**config.mk**
```make
export PLATFORM = sky130hd
export DESIGN_NAME = two_stage_compare_watchdog
export DESIGN_NICKNAME = d
export VERILOG_FILES = /design/src/sv/wdg_pkg.sv /design/src/sv/wdg_cfg.sv /design/src/sv/wdg_core.sv /design/src/sv/two_stage_compare_watchdog.sv
export SDC_FILE = /design/constraint.sdc
export NUM_CORES = 1
export LEC_CHECK = 0
export BUFFER_PORTS_ARGS = -buffer_cell sky130_fd_sc_hd__buf_2
export CORE_MARGIN = 2
export CORE_UTILIZATION = 53
export CTS_BUF_LIST = sky130_fd_sc_hd__clkbuf_8
export DETAILED_ROUTE_END_ITERATION = 16
export PLACE_DENSITY = 0.75
export RECOVER_POWER = 100
export SYNTH_ARGS = -nofsm -noshare
export SYNTH_HDL_FRONTEND = slang
export SYNTH_SLANG_ARGS = --single-unit
export TNS_END_PERCENT = 10
```
**constraint.sdc**
```tcl
create_clock -name clk -period 7.55 [get_ports clk]
set_input_delay 1.51 -clock clk [delete_from_list [all_inputs] [get_ports clk]]
set_output_delay 1.51 -clock clk [all_outputs]
set_load 0.01 [all_outputs]
```
**src/sv/wdg_pkg.sv**
```systemverilog
// Shared types and constants for the two-stage compare watchdog.
// Depends on nothing; used by every module of the block.
package wdg_pkg;

  // Request kinds
  typedef enum logic [1:0] {
    CMD_TICK  = 2'd0,
    CMD_READ  = 2'd1,
    CMD_WRITE = 2'd2
  } cmd_t;

  // Frame select
  localparam logic FRAME_CTRL = 1'b0;

  // Register offsets within a frame
  localparam logic [11:0] OFS_STATUS = 12'h000;
  localparam logic [11:0] OFS_OFF_LO = 12'h008;
  localparam logic [11:0] OFS_OFF_HI = 12'h00C;
  localparam logic [11:0] OFS_CMP_LO = 12'h010;
  localparam logic [11:0] OFS_CMP_HI = 12'h014;
  localparam logic [11:0] OFS_IDENT  = 12'hFCC;

  // Configuration register indexes
  localparam logic CFG_ARCH_VERSION = 1'b0;

  localparam int OFFSET_W = 48;
  localparam int COUNT_W  = 64;

  // One request
  typedef struct packed {
    cmd_t         cmd;
    logic         frame;
    logic [11:0]  byte_offset;
    logic [31:0]  write_data;
    logic [63:0]  count_now;
  } item_t;

  // One result
  typedef struct packed {
    logic [31:0] read_data;
    logic        stage_one;
    logic        stage_two;
  } result_t;

endpackage

```
**src/sv/wdg_cfg.sv**
```systemverilog
// APB-style configuration port holding the arch_version register.
// Depends on wdg_pkg.
module wdg_cfg (
  input  logic        clk,
  input  logic        rst,
  input  logic        psel,
  input  logic        penable,
  input  logic        pwrite,
  input  logic [2:0]  paddr,
  input  logic [31:0] pwdata,
  output logic [31:0] prdata,
  output logic        pready,
  output logic        arch_version
);
  import wdg_pkg::*;

  logic wr_en;
  logic rd_hit;

  assign pready = 1'b1;
  assign wr_en  = psel && penable && pwrite && (paddr[2] == CFG_ARCH_VERSION);
  assign rd_hit = (paddr[2] == CFG_ARCH_VERSION);

  // Register write; resets to the 48-bit offset layout
  always_ff @(posedge clk) begin
    if (rst) begin
      arch_version <= 1'b1;
    end else if (wr_en) begin
      arch_version <= pwdata[0];
    end
  end

  // Read back
  assign prdata = rd_hit ? {31'd0, arch_version} : 32'd0;

endmodule

```
**src/sv/wdg_core.sv**
```systemverilog
// Watchdog state and single-pass update for one request.
// Depends on wdg_pkg.
module wdg_core (
  input  logic             clk,
  input  logic             rst,
  input  logic             arch_version,
  input  logic             fire,
  input  wdg_pkg::item_t   item,
  output wdg_pkg::result_t result
);
  import wdg_pkg::*;

  logic                enabled, enabled_next;
  logic                first_stage_flag, first_stage_flag_next;
  logic                second_stage_flag, second_stage_flag_next;
  logic [OFFSET_W-1:0] offset_value, offset_value_next;
  logic [COUNT_W-1:0]  compare_value, compare_value_next;
  logic [OFFSET_W-1:0] eff_offset;
  logic [OFFSET_W-1:0] eff_offset_cur;
  logic [COUNT_W-1:0]  reload_value;
  logic                expired;
  logic                do_refresh;
  logic                do_reload;
  logic [31:0]         read_data;

  // Offset seen by sums uses the value after any offset write
  assign eff_offset = arch_version ? offset_value_next
                                   : {16'd0, offset_value_next[31:0]};
  assign eff_offset_cur = arch_version ? offset_value : {16'd0, offset_value[31:0]};
  assign reload_value = item.count_now + {16'd0, eff_offset};
  assign expired = enabled && (item.count_now >= compare_value);

  // Register writes and tick decode
  always_comb begin
    enabled_next       = enabled;
    offset_value_next  = offset_value;
    compare_value_next = compare_value;
    do_refresh         = 1'b0;
    do_reload          = 1'b0;
    case (item.cmd)
      CMD_TICK: begin
        do_reload = expired;
      end
      CMD_WRITE: begin
        if (item.frame != FRAME_CTRL) begin
          do_refresh = (item.byte_offset == OFS_STATUS);
        end else begin
          case (item.byte_offset)
            OFS_STATUS: begin
              enabled_next = item.write_data[0];
              do_refresh   = 1'b1;
            end
            OFS_OFF_LO: begin
              offset_value_next = arch_version ? {offset_value[47:32], item.write_data}
                                               : {16'd0, item.write_data};
              do_refresh = 1'b1;
            end
            OFS_OFF_HI: begin
              if (arch_version) begin
                offset_value_next = {item.write_data[15:0], offset_value[31:0]};
                do_refresh        = 1'b1;
              end
            end
            OFS_CMP_LO: compare_value_next = {compare_value[63:32], item.write_data};
            OFS_CMP_HI: compare_value_next = {item.write_data, compare_value[31:0]};
            default: ;
          endcase
        end
      end
      default: ;
    endcase
    if (do_refresh || do_reload) begin
      compare_value_next = reload_value;
    end
  end

  // Stage flags
  always_comb begin
    first_stage_flag_next  = first_stage_flag;
    second_stage_flag_next = second_stage_flag;
    if (do_refresh) begin
      first_stage_flag_next  = 1'b0;
      second_stage_flag_next = 1'b0;
    end else if (do_reload) begin
      if (!first_stage_flag) begin
        first_stage_flag_next = 1'b1;
      end else begin
        second_stage_flag_next = 1'b1;
      end
    end
  end

  // Read mux, on the state before the request
  always_comb begin
    read_data = 32'd0;
    if (item.cmd == CMD_READ) begin
      if (item.byte_offset == OFS_IDENT) begin
        read_data = {15'd0, arch_version, 16'd0};
      end else if (item.frame == FRAME_CTRL) begin
        case (item.byte_offset)
          OFS_STATUS: read_data = {29'd0, second_stage_flag, first_stage_flag, enabled};
          OFS_OFF_LO: read_data = eff_offset_cur[31:0];
          OFS_OFF_HI: read_data = {16'd0, eff_offset_cur[47:32]};
          OFS_CMP_LO: read_data = compare_value[31:0];
          OFS_CMP_HI: read_data = compare_value[63:32];
          default:    read_data = 32'd0;
        endcase
      end
    end
  end

  // State registers
  always_ff @(posedge clk) begin
    if (rst) begin
      enabled           <= 1'b0;
      first_stage_flag  <= 1'b0;
      second_stage_flag <= 1'b0;
      offset_value      <= '0;
      compare_value     <= '0;
    end else if (fire) begin
      enabled           <= enabled_next;
      first_stage_flag  <= first_stage_flag_next;
      second_stage_flag <= second_stage_flag_next;
      offset_value      <= offset_value_next;
      compare_value     <= compare_value_next;
    end
  end

  assign result.read_data = read_data;
  assign result.stage_one = first_stage_flag_next;
  assign result.stage_two = second_stage_flag_next;

endmodule

```
**src/sv/two_stage_compare_watchdog.sv**
```systemverilog
// Two-stage compare watchdog: input register, single-pass update, result register.
// A request waits in the input register and moves on into the result register and onto m_axis
// when the result register is free; a stalled result holds the request back.
// Throughput: one request per cycle unless m_axis stalls; 64-bit add and compare set the path.
// Reset clears enable, stage flags, offset and compare; arch_version returns to 1.
// Depends on wdg_pkg, wdg_cfg and wdg_core.
module two_stage_compare_watchdog (
  input  logic         clk,
  input  logic         rst,
  // request stream
  input  logic         s_axis_tvalid,
  output logic         s_axis_tready,
  input  logic [111:0] s_axis_tdata,  // byte_offset[11:0], write_data[43:12], count_now[107:44]
  input  logic [2:0]   s_axis_tuser,  // cmd[1:0], frame[2]
  // result stream
  output logic         m_axis_tvalid,
  input  logic         m_axis_tready,
  output logic [39:0]  m_axis_tdata,  // read_data[31:0], stage_one[32], stage_two[33]
  // configuration
  input  logic         psel,
  input  logic         penable,
  input  logic         pwrite,
  input  logic [2:0]   paddr,
  input  logic [31:0]  pwdata,
  output logic [31:0]  prdata,
  output logic         pready
);
  import wdg_pkg::*;

  logic    arch_version;
  logic    in_valid;
  item_t   in_item;
  logic    advance;
  result_t core_result;
  result_t out_result;

  wdg_cfg u_cfg (
    .clk          (clk),
    .rst          (rst),
    .psel         (psel),
    .penable      (penable),
    .pwrite       (pwrite),
    .paddr        (paddr),
    .pwdata       (pwdata),
    .prdata       (prdata),
    .pready       (pready),
    .arch_version (arch_version)
  );

  // Move the held request into the result register when that is free
  assign advance       = in_valid && (!m_axis_tvalid || m_axis_tready);
  assign s_axis_tready = !in_valid || advance;

  // Input register
  always_ff @(posedge clk) begin
    if (rst) begin
      in_valid <= 1'b0;
    end else if (s_axis_tready) begin
      in_valid <= s_axis_tvalid;
    end
  end

  always_ff @(posedge clk) begin
    if (s_axis_tvalid && s_axis_tready) begin
      in_item.cmd         <= cmd_t'(s_axis_tuser[1:0]);
      in_item.frame       <= s_axis_tuser[2];
      in_item.byte_offset <= s_axis_tdata[11:0];
      in_item.write_data  <= s_axis_tdata[43:12];
      in_item.count_now   <= s_axis_tdata[107:44];
    end
  end

  wdg_core u_core (
    .clk          (clk),
    .rst          (rst),
    .arch_version (arch_version),
    .fire         (advance),
    .item         (in_item),
    .result       (core_result)
  );

  // Result register
  always_ff @(posedge clk) begin
    if (rst) begin
      m_axis_tvalid <= 1'b0;
    end else if (advance) begin
      m_axis_tvalid <= 1'b1;
    end else if (m_axis_tready) begin
      m_axis_tvalid <= 1'b0;
    end
  end

  always_ff @(posedge clk) begin
    if (advance) begin
      out_result <= core_result;
    end
  end

  assign m_axis_tdata = {6'd0, out_result.stage_two, out_result.stage_one,
                         out_result.read_data};

endmodule
```
==> summary.txt <==
Status: finished with violations
Failing checks: max-capacitance violations, max-slew violations
Initial DRT Pass Iterations: 6
RR Startpoint: in_item[103]
Worst skew pair latency: 0.58 ns
Max-cap violation count: 9
Sequential cell area: 0.00672 mm^2
Drt wl/cell: 20.5 um
CP max stage cell: nor2_2
CP startpoint kind: register
Std-Cell Rows: 63
Setup slack at placement: 1.61 ns
Grt ovf: 0
Iter 0 DRT Violations: 1,596
Die ar.: 0.0312 mm^2
Post-CTS resize count: 0
Clock slew at reported path FFs: 0.06 ns
Final Hold Fails: 0
Total track usage: 29.6%
Die Ht: 177 um
Post-route cell area: 0.0176 mm^2
LEAKAGE: 6.54 nW
Worst-path maximum fanout: 18
Crit-path cells: nor4_1 > and4_1 > nand2_1 > nor2_2 > buf_4 > mux2_2 > ha_1 > nand2_1 > nor3_1 > nand2_1 > a211oi_1 > o21ai_0 > a2bb2oi_1 > a41oi_1 > o31a_1 > o21ai_0 > a221oi_1
Launch point of the worst hold path: u_core.offset_value[2]
Clk buf depth: 3
Worst Setup End Kind: register
Max-slew violations: 407
Hold-fix buffers at CTS: 0
Most frequent cell after synthesis: nor2_1
Depth of the worst hold-timing path: 2
Vias per inst: 6.09
Setup violators final: 0
DP Area: 0.0167 mm^2
Fillers: 2,608
Top_reg_cell synth: edfxtp_1
Max Clk Rate: 0.155 GHz
Post-synthesis cell type count: 75
Final setup margin: 1.08 ns
Die W: 177 um
Mapped Area: 0.0158 mm^2
Largest net degree at the start of global routing: 86
RSZ-0062 raised after global routing: no
Synth Register Bits: 263
Commonest cells in the netlist: nor2_1, nand2_1, a21oi_1
Post-synth top area share: 27.6%
Top post-synthesis cells by area: edfxtp_1, dfxtp_1, ha_1
Initial antenna violation count: 0
R2R depth: 17
RD Place Congestion: 0.962
Area grow syn2layout: 11.3%
Max H-tree Level: 2
Reg2reg end: u_core.compare_value[62]
Pwr dens: 188 mW/mm^2
Layout Skew: 0.0298 ns
Clk sinks: 263
Synth area leader: edfxtp_1
Stages on worst setup path: 17
CTS tree: yes
WP buf/inv: 1
Vias in the first global route: 13,196
Arrival time at the worst endpoint: 6.78 ns
N_diodes: 0
Initial Util: 53.6%
CTS root buffer: clkbuf_8
Port-buffer cells: 156
Synth Area per Inst: 9.02 um^2
Vias post-DR: 14,002
CP most frequent cell: nand2_1
DRC Markers: 0
WL final: 47,100 um
EDFF count, synth: 145
VDD IR max: 0.000159 V
Seq/Total Area, Yosys: 42.5%
Async S/R FF share, synth: 0%
CTS Buf Count: 47
Post-layout min period: 6.47 ns
Worst Tran Pin Value: 3.66 ns
Worst Setup Path Type: register to register
Worst reg2reg setup slack: 1.08 ns
Ports: 232
CP required: 7.85 ns
Tcrit/Tclk final: 85.7%
Synth Warn #: 0
Hold crit path type: register to register
Area occupied by multi-input gates: 0.00818 mm^2
DRT antenna net count: 0
Worst setup path start: in_item[103]
Crit path to: u_core.compare_value[62]
Syn Inst Count: 1,751
Slew HR: -144%
Detail Placement HPWL: 33,300 um
TNS Setup: 0 ns
Max incr delay on CP: 0.73 ns
Nets: 2,142
Ratio of cells with drive above 1 in the final layout: 12.6%
First-pass GRT wire length: 71,600 um
Delay-heaviest family, CP: compound AO/OA/AOI/OAI gates
Core Region: 0.0295 mm^2
Postcts setup bufs: 0
worst reg2reg max path, delay by kind of cell, from the launching register on:
family | cells | cell delay [ns]
buffers and inverters | 1 | 0.44
AO/OA/AOI/OAI | 7 | 2.51
AND/OR/NAND/NOR | 7 | 2.09
multiplexers | 1 | 0.39
adder cells (fa/ha/maj) | 1 | 0.40
flip-flops | 1 | 0.38
flip-flops by register name, indices dropped and copies added, names as in the netlist:
signal	cells
in_valid	1
u_core.offset_value	48
m_axis_tdata	34
in_item	111
m_axis_tvalid	1
u_core.compare_value	64
u_core.enabled	1
u_core.first_stage_flag	1
u_cfg.arch_version	1
u_core.second_stage_flag	1
how the worst min path moves through the flow:
stage | to | slack (ns)
after floorplan | u_core.offset_value[0] | 0.44
after global placement | u_core.offset_value[2] | 0.44
after detailed placement | u_core.offset_value[2] | 0.45
after CTS | u_core.offset_value[2] | 0.46
after global routing | u_core.offset_value[6] | 0.48
final | u_core.offset_value[2] | 0.47
through the flow:
| stage | total power (W) | hold slack [ns] | utilization (%) | cells |
|---|---|---|---|---|
| finish | 0.00330 | 0.465 | 59.7 | 2300 |
| detailed placement | 0.00186 | 0.454 | 56.7 | 2213 |
| global placement | 0.00186 | 0.443 | 56.7 | 2213 |
| floorplan | 0.00177 | 0.436 | - | 1787 |
| global route | 0.00341 | 0.485 | 59.7 | 2300 |
| CTS | 0.00332 | 0.463 | 60.1 | 2300 |
cells in the final DEF (no fill, tap or decap), drive strengths merged, types with 7 or more instances in the layout:
master / n
clkbuf: 94
nand3: 29
o21bai: 9
nor2b: 11
o21ai: 91
a21boi: 18
nor3: 22
edfxtp: 145
bufinv: 7
o211ai: 9
mux2: 30
inv: 99
nor4: 10
and3: 7
a22oi: 48
a221oi: 37
a21oi: 172
nand2b: 10
xor2: 16
ha: 112
conb: 38
a21o: 36
clkinv: 19
buf: 128
o22ai: 8
a211oi: 39
nor2: 200
nand4: 31
xnor2: 37
dfxtp: 118
nand2: 196
layout make-up:
type                       instances  area share (%)
clock buffer                      49            3.83
clock inverter                    38            2.00
inverter                          90            1.93
multi-input combinational       1297            46.5
sequential                       263            38.2
tap                              390            2.77
timing repair buffer             173            4.77
logic make-up (layout without fill, tap and decap cells):
family                   Yosys count  in the layout  share of synthesized area [%]
AO/OA/AOI/OAI                    518            518                           21.7
buffers and inverters            227            350                           6.39
AND/OR/NAND/NOR                  539            539                           14.9
other                              2             38                         0.0475
multiplexers                      36             36                           2.52
XOR/XNOR                          53             53                           2.94
flip-flops                       263            263                           42.5
adder cells (fa/ha/maj)          113            113                           9.00
power breakdown:
part	switching (W)	total (W)	internal, W
combinational	0.000145	0.000224	0.0000789
sequential	0.0000498	0.00161	0.00156
clock	0.000616	0.00146	0.000847
routing by layer:
layer  global-route usage (%)  part of all wire (%)
met3                     5.28                    11
met4                     10.7                   3.0
met1                     41.6                    42
met5                        0                     0
met2                     45.7                    44
No activity file was read; power rests on OpenSTA's default activity.
